===== config.mk =====
export PLATFORM = sky130hd
export DESIGN_NAME = dmx512_frame_symbol_encoder
export DESIGN_NICKNAME = d
export VERILOG_FILES = /design/src/dmxe_pkg.sv /design/src/dmxe_front.sv /design/src/dmxe_queue.sv /design/src/dmxe_back.sv /design/src/dmx512_frame_symbol_encoder.sv
export SDC_FILE = /design/constraint.sdc
export NUM_CORES = 1
export LEC_CHECK = 0
export BUFFER_PORTS_ARGS = -buffer_cell sky130_fd_sc_hd__buf_2
export CORE_ASPECT_RATIO = 1.5
export CORE_MARGIN = 2
export CORE_UTILIZATION = 55
export CTS_BUF_LIST = sky130_fd_sc_hd__clkbuf_16
export CTS_CLUSTER_SIZE = 20
export DETAILED_ROUTE_END_ITERATION = 10
export PLACE_DENSITY = 0.8
export SYNTH_ARGS = -nofsm -noshare
export SYNTH_HDL_FRONTEND = slang
export SYNTH_SLANG_ARGS = --single-unit

===== constraint.sdc =====
create_clock -name clk -period 5.5 [get_ports clk]
set_input_delay 0 -clock clk [delete_from_list [all_inputs] [get_ports clk]]
set_output_delay 0 -clock clk [all_outputs]
set_load 0.1 [all_outputs]

===== src/dmxe_pkg.sv =====
`timescale 1ns / 1ps
// -----------------------------------------------------------------------------
// DMX512 frame symbol encoder package
// Shared payload types, register map, symbol index map and helper functions.
// -----------------------------------------------------------------------------
package dmxe_pkg;

	// Largest number of data slots in one frame.
	localparam int unsigned MAX_SLOTS = 512;
	localparam int unsigned SLOT_CNT_W = 10;

	// Register map: index of each register in the configuration space.
	localparam int unsigned ADDR_W = 4;
	localparam logic [1:0] REG_BREAK = 2'd0;
	localparam logic [1:0] REG_MAB   = 2'd1;
	localparam logic [1:0] REG_BIT   = 2'd2;

	// Reset values of the duration registers.
	localparam logic [15:0] BREAK_RESET = 16'd176;
	localparam logic [15:0] MAB_RESET   = 16'd12;
	localparam logic [15:0] BIT_RESET   = 16'd4;

	localparam logic [7:0] START_CODE = 8'h00;

	// Symbol index map of one command: break, mark after break, start code
	// slot, then the data slot.
	localparam logic [4:0] IDX_BREAK    = 5'd0;
	localparam logic [4:0] IDX_MAB      = 5'd1;
	localparam logic [4:0] IDX_SC_FIRST = 5'd2;
	localparam logic [4:0] IDX_SC_LAST  = 5'd12;
	localparam logic [4:0] IDX_DT_FIRST = 5'd13;
	localparam logic [4:0] IDX_DT_LAST  = 5'd23;

	// Input item.
	typedef struct packed {
		logic [7:0] slot_byte;
		logic       frame_start;
		logic       header_only;
	} in_item_t;

	// Result item: one line symbol.
	typedef struct packed {
		logic        line_level;
		logic [15:0] duration;
		logic        last_symbol;
	} out_item_t;

	// Work queued between the front and the back.
	typedef struct packed {
		logic       header;
		logic       data;
		logic [7:0] slot_byte;
	} cmd_t;

	// Duration settings seen by the back.
	typedef struct packed {
		logic [15:0] break_ticks;
		logic [15:0] mab_ticks;
		logic [15:0] bit_ticks;
	} cfg_t;

	// Queue status between the queue and its neighbors.
	typedef struct packed {
		logic [1:0] count;
		logic       full;
		logic       empty;
		logic       push;
		logic       pop;
	} q_stat_t;

	// A zero duration is stretched to one tick.
	function automatic logic [15:0] at_least_one(input logic [15:0] v);
		at_least_one = (v == 16'd0) ? 16'd1 : v;
	endfunction

	// Level of position pos within a slot: start bit, eight data bits LSB
	// first, two stop bits.
	function automatic logic slot_level(input logic [7:0] b, input logic [3:0] pos);
		logic lvl;
		lvl = 1'b1;
		if (pos == 4'd0) begin
			lvl = 1'b0;
		end else if (pos <= 4'd8) begin
			lvl = b[3'(pos - 4'd1)];
		end
		slot_level = lvl;
	endfunction

endpackage


===== src/dmxe_front.sv =====
`timescale 1ns / 1ps
// -----------------------------------------------------------------------------
// DMX512 encoder front
// Accepts input items, tracks frame state and turns each item into a command
// for the back, dropping items that cause no symbol.
// -----------------------------------------------------------------------------
module dmxe_front (
	input  logic                clk,
	input  logic                arst_n,
	input  logic                in_valid,
	output logic                in_ready,
	input  dmxe_pkg::in_item_t  in_item,
	input  logic                q_full,
	output logic                cmd_push,
	output dmxe_pkg::cmd_t      cmd
);

	logic [dmxe_pkg::SLOT_CNT_W-1:0] slot_count_q;
	logic                            in_frame_q;
	logic                            accept;
	logic                            room;

	assign in_ready = !q_full;
	assign accept   = in_valid && in_ready;

	// Classify the item against the frame state.
	always_comb begin
		logic [dmxe_pkg::SLOT_CNT_W-1:0] cnt_eff;
		cnt_eff = in_item.frame_start ? '0 : slot_count_q;
		room = cnt_eff < dmxe_pkg::SLOT_CNT_W'(dmxe_pkg::MAX_SLOTS);
		cmd.header    = in_item.frame_start;
		cmd.slot_byte = in_item.slot_byte;
		if (in_item.frame_start) begin
			cmd.data = !in_item.header_only && room;
		end else begin
			cmd.data = in_frame_q && room;
		end
	end

	assign cmd_push = accept && (cmd.header || cmd.data);

	// Frame state updates on every accepted item.
	always_ff @(posedge clk or negedge arst_n) begin
		if (!arst_n) begin
			slot_count_q <= '0;
			in_frame_q   <= 1'b0;
		end else if (accept) begin
			if (in_item.frame_start) begin
				in_frame_q   <= 1'b1;
				slot_count_q <= cmd.data ? dmxe_pkg::SLOT_CNT_W'(1) : '0;
			end else if (cmd.data) begin
				slot_count_q <= slot_count_q + dmxe_pkg::SLOT_CNT_W'(1);
			end
		end
	end

endmodule


===== src/dmxe_queue.sv =====
`timescale 1ns / 1ps
// -----------------------------------------------------------------------------
// DMX512 encoder command queue
// Two-entry queue that decouples the front from the back.
// -----------------------------------------------------------------------------
module dmxe_queue (
	input  logic                clk,
	input  logic                arst_n,
	input  logic                push,
	input  dmxe_pkg::cmd_t      push_cmd,
	input  logic                pop,
	output dmxe_pkg::cmd_t      head,
	output dmxe_pkg::q_stat_t   stat
);

	dmxe_pkg::cmd_t entry_q [2];
	logic           wr_ptr_q;
	logic           rd_ptr_q;
	logic [1:0]     count_q;

	assign head       = entry_q[rd_ptr_q];
	assign stat.count = count_q;
	assign stat.full  = (count_q == 2'd2);
	assign stat.empty = (count_q == 2'd0);
	assign stat.push  = push;
	assign stat.pop   = pop;

	// Entry storage.
	always_ff @(posedge clk) begin
		if (push) begin
			entry_q[wr_ptr_q] <= push_cmd;
		end
	end

	// Pointers and fill count.
	always_ff @(posedge clk or negedge arst_n) begin
		if (!arst_n) begin
			wr_ptr_q <= 1'b0;
			rd_ptr_q <= 1'b0;
			count_q  <= 2'd0;
		end else begin
			if (push) begin
				wr_ptr_q <= !wr_ptr_q;
			end
			if (pop) begin
				rd_ptr_q <= !rd_ptr_q;
			end
			if (push && !pop) begin
				count_q <= count_q + 2'd1;
			end else if (pop && !push) begin
				count_q <= count_q - 2'd1;
			end
		end
	end

endmodule


===== src/dmxe_back.sv =====
`timescale 1ns / 1ps
// -----------------------------------------------------------------------------
// DMX512 encoder back
// Steps through the symbols of the command at the queue head into an output
// register, one symbol per cycle unless the held output is not taken.
// -----------------------------------------------------------------------------
module dmxe_back (
	input  logic                clk,
	input  logic                arst_n,
	input  dmxe_pkg::cfg_t      cfg,
	input  dmxe_pkg::cmd_t      head,
	input  logic                head_valid,
	output logic                pop,
	output logic                out_valid,
	input  logic                out_ready,
	output dmxe_pkg::out_item_t out_item
);

	logic                first_q;
	logic [4:0]          idx_q;
	logic                out_valid_q;
	dmxe_pkg::out_item_t out_item_q;
	logic [4:0]          cur_idx;
	logic [4:0]          end_idx;
	logic                adv;
	dmxe_pkg::out_item_t sym;

	assign out_valid = out_valid_q;
	assign out_item  = out_item_q;

	assign cur_idx = first_q ? (head.header ? dmxe_pkg::IDX_BREAK : dmxe_pkg::IDX_DT_FIRST)
	                         : idx_q;
	assign end_idx = head.data ? dmxe_pkg::IDX_DT_LAST : dmxe_pkg::IDX_SC_LAST;
	assign adv     = head_valid && (!out_valid_q || out_ready);
	assign pop     = adv && (cur_idx == end_idx);

	// Symbol at the current index.
	always_comb begin
		sym.last_symbol = (cur_idx == end_idx);
		if (cur_idx == dmxe_pkg::IDX_BREAK) begin
			sym.line_level = 1'b0;
			sym.duration   = dmxe_pkg::at_least_one(cfg.break_ticks);
		end else if (cur_idx == dmxe_pkg::IDX_MAB) begin
			sym.line_level = 1'b1;
			sym.duration   = dmxe_pkg::at_least_one(cfg.mab_ticks);
		end else if (cur_idx <= dmxe_pkg::IDX_SC_LAST) begin
			sym.line_level = dmxe_pkg::slot_level(dmxe_pkg::START_CODE,
				4'(cur_idx - dmxe_pkg::IDX_SC_FIRST));
			sym.duration   = dmxe_pkg::at_least_one(cfg.bit_ticks);
		end else begin
			sym.line_level = dmxe_pkg::slot_level(head.slot_byte,
				4'(cur_idx - dmxe_pkg::IDX_DT_FIRST));
			sym.duration   = dmxe_pkg::at_least_one(cfg.bit_ticks);
		end
	end

	// Sequencer index.
	always_ff @(posedge clk or negedge arst_n) begin
		if (!arst_n) begin
			first_q <= 1'b1;
			idx_q   <= '0;
		end else if (adv) begin
			first_q <= pop;
			idx_q   <= cur_idx + 5'd1;
		end
	end

	// Output register valid.
	always_ff @(posedge clk or negedge arst_n) begin
		if (!arst_n) begin
			out_valid_q <= 1'b0;
		end else if (adv) begin
			out_valid_q <= 1'b1;
		end else if (out_ready) begin
			out_valid_q <= 1'b0;
		end
	end

	// Output register payload.
	always_ff @(posedge clk) begin
		if (adv) begin
			out_item_q <= sym;
		end
	end

endmodule


===== src/dmx512_frame_symbol_encoder.sv =====
`timescale 1ns / 1ps
// -----------------------------------------------------------------------------
// DMX512 frame symbol encoder
// Turns DMX512 slot bytes into timed line symbols (level and duration).
// -----------------------------------------------------------------------------
// Channel   Direction  Handshake           Payload
// in        input      in_valid/in_ready   in_item (slot_byte, frame_start, header_only)
// out       output     out_valid/out_ready out_item (line_level, duration, last_symbol)
// cfg       input      APB psel/penable    paddr, pwdata, prdata (break, mab, bit ticks)
//
// The back emits one symbol per cycle unless the output stalls: a data slot
// is 11 symbols, a frame start 13 more for break, mark after break and start
// code; that sequencer sets the rate. Items that cause no symbol are accepted
// and dropped by the front without entering the queue. Reset clears frame
// state, queue and output valid, and loads the default durations. A two-entry
// queue lets the front keep accepting until it fills while the output stalls.
module dmx512_frame_symbol_encoder (
	input  logic                           clk,
	input  logic                           arst_n,
	input  logic                           in_valid,
	output logic                           in_ready,
	input  dmxe_pkg::in_item_t             in_item,
	output logic                           out_valid,
	input  logic                           out_ready,
	output dmxe_pkg::out_item_t            out_item,
	input  logic                           psel,
	input  logic                           penable,
	input  logic                           pwrite,
	input  logic [dmxe_pkg::ADDR_W-1:0]    paddr,
	input  logic [31:0]                    pwdata,
	output logic [31:0]                    prdata,
	output logic                           pready
);

	dmxe_pkg::cfg_t    cfg_q;
	dmxe_pkg::cmd_t    push_cmd;
	dmxe_pkg::cmd_t    head;
	dmxe_pkg::q_stat_t q_stat;
	logic              cmd_push;
	logic              pop;
	logic [1:0]        reg_idx;

	assign pready  = 1'b1;
	assign reg_idx = paddr[3:2];

	// Register writes.
	always_ff @(posedge clk or negedge arst_n) begin
		if (!arst_n) begin
			cfg_q.break_ticks <= dmxe_pkg::BREAK_RESET;
			cfg_q.mab_ticks   <= dmxe_pkg::MAB_RESET;
			cfg_q.bit_ticks   <= dmxe_pkg::BIT_RESET;
		end else if (psel && penable && pwrite) begin
			case (reg_idx)
				dmxe_pkg::REG_BREAK: cfg_q.break_ticks <= pwdata[15:0];
				dmxe_pkg::REG_MAB:   cfg_q.mab_ticks   <= pwdata[15:0];
				dmxe_pkg::REG_BIT:   cfg_q.bit_ticks   <= pwdata[15:0];
				default: ;
			endcase
		end
	end

	// Register reads.
	always_comb begin
		case (reg_idx)
			dmxe_pkg::REG_BREAK: prdata = {16'd0, cfg_q.break_ticks};
			dmxe_pkg::REG_MAB:   prdata = {16'd0, cfg_q.mab_ticks};
			dmxe_pkg::REG_BIT:   prdata = {16'd0, cfg_q.bit_ticks};
			default:             prdata = 32'd0;
		endcase
	end

	dmxe_front u_front (
		.clk      (clk),
		.arst_n   (arst_n),
		.in_valid (in_valid),
		.in_ready (in_ready),
		.in_item  (in_item),
		.q_full   (q_stat.full),
		.cmd_push (cmd_push),
		.cmd      (push_cmd)
	);

	dmxe_queue u_queue (
		.clk      (clk),
		.arst_n   (arst_n),
		.push     (cmd_push),
		.push_cmd (push_cmd),
		.pop      (pop),
		.head     (head),
		.stat     (q_stat)
	);

	dmxe_back u_back (
		.clk        (clk),
		.arst_n     (arst_n),
		.cfg        (cfg_q),
		.head       (head),
		.head_valid (!q_stat.empty),
		.pop        (pop),
		.out_valid  (out_valid),
		.out_ready  (out_ready),
		.out_item   (out_item)
	);

	// The queue never takes a command while full.
	assert property (@(posedge clk) disable iff (!arst_n) !(q_stat.push && q_stat.full))
		else $error("command pushed into a full queue");

	// The back only retires a command that is present.
	assert property (@(posedge clk) disable iff (!arst_n) q_stat.pop |-> !q_stat.empty)
		else $error("command popped from an empty queue");

	// Every symbol lasts at least one tick.
	assert property (@(posedge clk) disable iff (!arst_n) out_valid |-> out_item.duration != 16'd0)
		else $error("symbol with zero duration");

	// A retired command leaves its final symbol in the output register.
	assert property (@(posedge clk) disable iff (!arst_n)
		q_stat.pop |=> out_valid && out_item.last_symbol)
		else $error("command retired without a final symbol");

endmodule


==> results by group <==
Critical path
  – Kind of capture point of the worst setup path: register
  – Start of the worst register-to-register path: u_queue.rd_ptr_q$_DFFE_PN0P_
  – Setup crit start kind: register
  – Critical path capture point: u_back.out_item[1]$_DFFE_PP_
  – Slack of the worst reg-to-reg path: 2210 ps
  – Worst path arrival time: roughly 3300 ps
  – CP required: approximately 5600 ps
  – FF-to-FF path depth: 8
  – CP Class: register to register
  – Worst setup path startpoint: u_queue.rd_ptr_q$_DFFE_PN0P_
  – Destination of the worst register-to-register timing path: u_back.out_item[1]$_DFFE_PP_
  – Worst-path fanout max: 20

CTS
  – Buffers from clock root to sink, at most: 2
  – Insertion delay of the later-clocked pin in the worst-skew pair: 350 ps
  – CTS root buf: clkbuf_16
  – Clock transition time at the flip-flop clock pins of the worst setup and hold paths: 70 ps
  – Maximum level of the CTS H-tree: 3
  – Number of clock sinks: 108
  – TritonCTS clock tree: yes
  – CTS buffer count: 9

Job
  – Number of maximum-capacitance constraint violations: 0

GRT
  – Global-route wire length before repair: 19,190 um
  – Overflow left after global routing: 0
  – Global-route usage over all layers: 22.89%
  – Via count of the first global-routing pass: 3,930
  – Number of antenna violations at the first check in global routing: 0
  – Maximum number of pins on one net before global-route repair: 71

Placement
  – Post-place instance area: 5752 um^2
  – DP Wirelength: 7755 um
  – Routability cong.: 0.8570
  – IO buf count: 70
  – Post-placement setup slack: 2282 ps
  – Placed cells: a little over 600

Final layout
  – Fillers: just over 700
  – Finished Layout Cells: 650
  – Final std cell area, no fill: 6321 um^2
  – Fraction of layout cells with a size suffix above 1: 28.97%
  – P&R area growth vs syn: 16.94%
  – Final-stage net count: 594
  – Ant. Diodes: 0

Timing
  – Post-route clock period utilization: around 60%
  – Final setup violation count: 0
  – Worst Skew: about 8.6 ps
  – Number of endpoints with negative hold slack in the final report: 0
  – Slew at the pin closest to its max-slew limit: 1028 ps
  – Max-slew violations: 0
  – Maximum operating frequency: 304.1 MHz
  – Shortest clock period the worst path allows after layout: around 3300 ps
  – Final total negative setup slack: 0 ps
  – Setup repair after global routing missed its margin: false
  – Setup slack after layout: 2211 ps
  – Worst slew slack as a fraction of its limit: 31.40%

Floorplan
  – # IOs: 106
  – Overall die width: 84.94 um
  – Initial Utilization: a little under three fifths
  – Area of the core: 9634 um^2
  – Number of rows created at floorplan: 44
  – Die area: 10,650 um^2
  – Die Height: roughly 130 um

Drt
  – Post-Route WL: 11,710 um
  – Detailed-route via count: approximately 3,800
  – Count of nets left with antenna violations after detail routing: 0
  – Wire per inst: ~18 um
  – Post-DR vias/cell: 5.868
  – Drt drc: 0
  – First DRT Iteration DRCs: between 200 and 300
  – Number of detailed-route iterations in the first pass: 5

Pwr
  – Leak pwr: 2.854 nW
  – Worst vdd ir: roughly 0.45 mV
  – Power per cell area: 563.7 nW/um^2

Logic synthesis
  – Fraction of synthesized cell area in xor and xnor cells: under 10%
  – Number of enable flip-flop cells after synthesis: 38
  – Cells after Synth: 439
  – Avg Synthesized Cell Area: around 12 um^2
  – Combinational family with the most area after synthesis: multiplexers
  – Post-Synth Adder-Cell Area: roughly 2.8%
  – Post-synth cell types: 57
  – Multiplexer fraction of the synthesized cell area: 16.64%
  – Dominant synthesized flop cell: dfrtp_1
  – Compound-cell area share of the yosys netlist: 8.079%
  – Flip-flop and latch count after synthesis: around 110
  – Sequential area share after synthesis: between 50 and 60%
  – Post-synthesis instance area: 5405 um^2
  – Synth async-reset ratio: 64.81%
  – Area fraction in and, or, nand and nor cells after synthesis: 10.39%
  – Synthesis warning total: 0

Min path
  – Tightest Hold Check Type: input pin to register

Run status
  – Result of the run: finished clean
[cells in the mapped netlist (all sizes together), types with 2 or more instances]
cell | instances | share of area [%]
nand2b | 5 | 0.58
ha | 11 | 2.5
nor4 | 11 | 1.3
inv | 22 | 1.6
o221ai | 2 | 0.32
xor2 | 9 | 1.5
conb | 2 | 0.14
nor3b | 2 | 0.46
nand3b | 2 | 0.28
dfrtp | 63 | 29
nand3 | 4 | 0.37
nand2 | 39 | 2.8
o211ai | 3 | 0.51
nand4b | 2 | 0.32
a222oi | 11 | 2.0
and3 | 5 | 0.58
mux4 | 4 | 1.9
mux2i | 24 | 4.9
a21oi | 7 | 0.65
nand4 | 6 | 0.69
nor2 | 16 | 1.1
clkbuf | 6 | 0.44
edfxtp | 38 | 21
nor3 | 2 | 0.28
and2 | 4 | 0.49
o21ai | 32 | 3.2
buf | 29 | 3.9
xnor2 | 6 | 0.97
nor2b | 5 | 0.58
mux2 | 47 | 9.8
dfstp | 7 | 3.4
[kinds of logic (layout without fill, tap and decap cells)]
kind of cell	Yosys count	count (layout)
fa+ha+maj	12	12
buf+inv	57	138
other cells	2	17
compound gates	64	64
mux	75	75
flops	108	108
xor+xnor	15	15
simple gates	106	106
[layout make-up]
type | instances | area (um^2) | share of cell area, %
Sequential cell | 108 | 2902 | 45.90
Multi-Input combinational cell | 289 | 2248 | 35.57
Timing Repair Buffer | 100 | 643.1 | 10.17
Clock buffer | 9 | 225.2 | 3.563
Tap cell | 115 | 143.9 | 2.276
Inverter | 22 | 85.08 | 1.346
Clock inverter | 7 | 73.82 | 1.168
[worst min path at each step]
stage                    start                                   to  slack (ps)  cells past startpoint
global route        in_item[0]  u_front.slot_count_q[0]$_DFFE_PN0P_          90                      5
CTS                 in_item[0]  u_front.slot_count_q[0]$_DFFE_PN0P_          40                      5
finish              in_item[0]  u_front.slot_count_q[0]$_DFFE_PN0P_          60                      5
floorplan               arst_n                 cfg_q[0]$_DFFE_PN0P_        -300                      0
detailed placement  in_item[5]      u_queue.entry_q[1][3]$_DFFE_PP_         190                      1
global placement    in_item[6]      u_queue.entry_q[1][4]$_DFFE_PP_         190                      1
[state kept, by name, summed over array words and instances, names as in the netlist]
register,cells
cfg_q,48
u_back.first_q,1
u_back.idx_q,5
u_back.out_item,18
u_back.out_valid,1
u_front.in_frame_q,1
u_front.slot_count_q,10
u_queue.count_q,2
u_queue.entry_q,20
u_queue.rd_ptr_q,1
u_queue.wr_ptr_q,1
[metal layers]
layer / routed length, um / vias to the layer above / track usage (%)
met2: 6430 / 168 / 41.13
li1: - / 1751 / -
met4: 388 / 0 / 11.11
met3: 658 / 32 / 3.762
met5: 0 / - / 0
met1: 4233 / 1863 / 25.86
[timing repair]
item / 4_1_cts / 5_1_grt
hold buffers: 27 / 0
setup buffers: 0 / 0
resized for setup: 0 / 0
hold endpoints to repair: 130 / 0
[cells in the final DEF (no fill, tap or decap), drive strengths merged, types with 2 or more instances in the layout]
cell type	n
nand4b	2
nand2	39
and3	5
nor4	11
a21oi	7
conb	17
and2	4
nor2b	5
o21ai	32
nand3	4
xor2	9
o211ai	3
nand3b	2
a222oi	11
inv	26
buf	73
clkbuf	9
mux2i	24
nand2b	5
edfxtp	38
dfrtp	63
mux2	47
ha	11
dlygate4sd3	27
nor3b	2
nor2	16
dfstp	7
nor3	2
xnor2	6
o221ai	2
nand4	6
clkinv	2
mux4	4
[through the flow]
| step | power, W | hold WS (ps) | utilization (%) |
|---|---|---|---|
| after floorplan | 0.002681 | -295.6 | - |
| after global placement | 0.002859 | 187.7 | 59.70 |
| after detailed placement | 0.002907 | 191.0 | 59.70 |
| after CTS | 0.003576 | 43.57 | 65.61 |
| after global routing | 0.003744 | 86.50 | 65.61 |
| final | 0.003563 | 55.75 | 65.61 |
[worst max-delay path: stages, from the launching register on]
cell and delay, ps:
dfrtp_1 580, mux2i_4 400, nand2_4 130, o21ai_4 140, inv_4 80, ha_1 220
o211a_1 380, nor3b_2 860, a221oi_1 210
[report_power, final]
group | internal (W) | switching [W]
sequential | 0.00111 | 0.000198
clock | 0.000356 | 0.000292
combinational | 0.000435 | 0.00117
No activity file was read; power rests on OpenSTA's default activity.
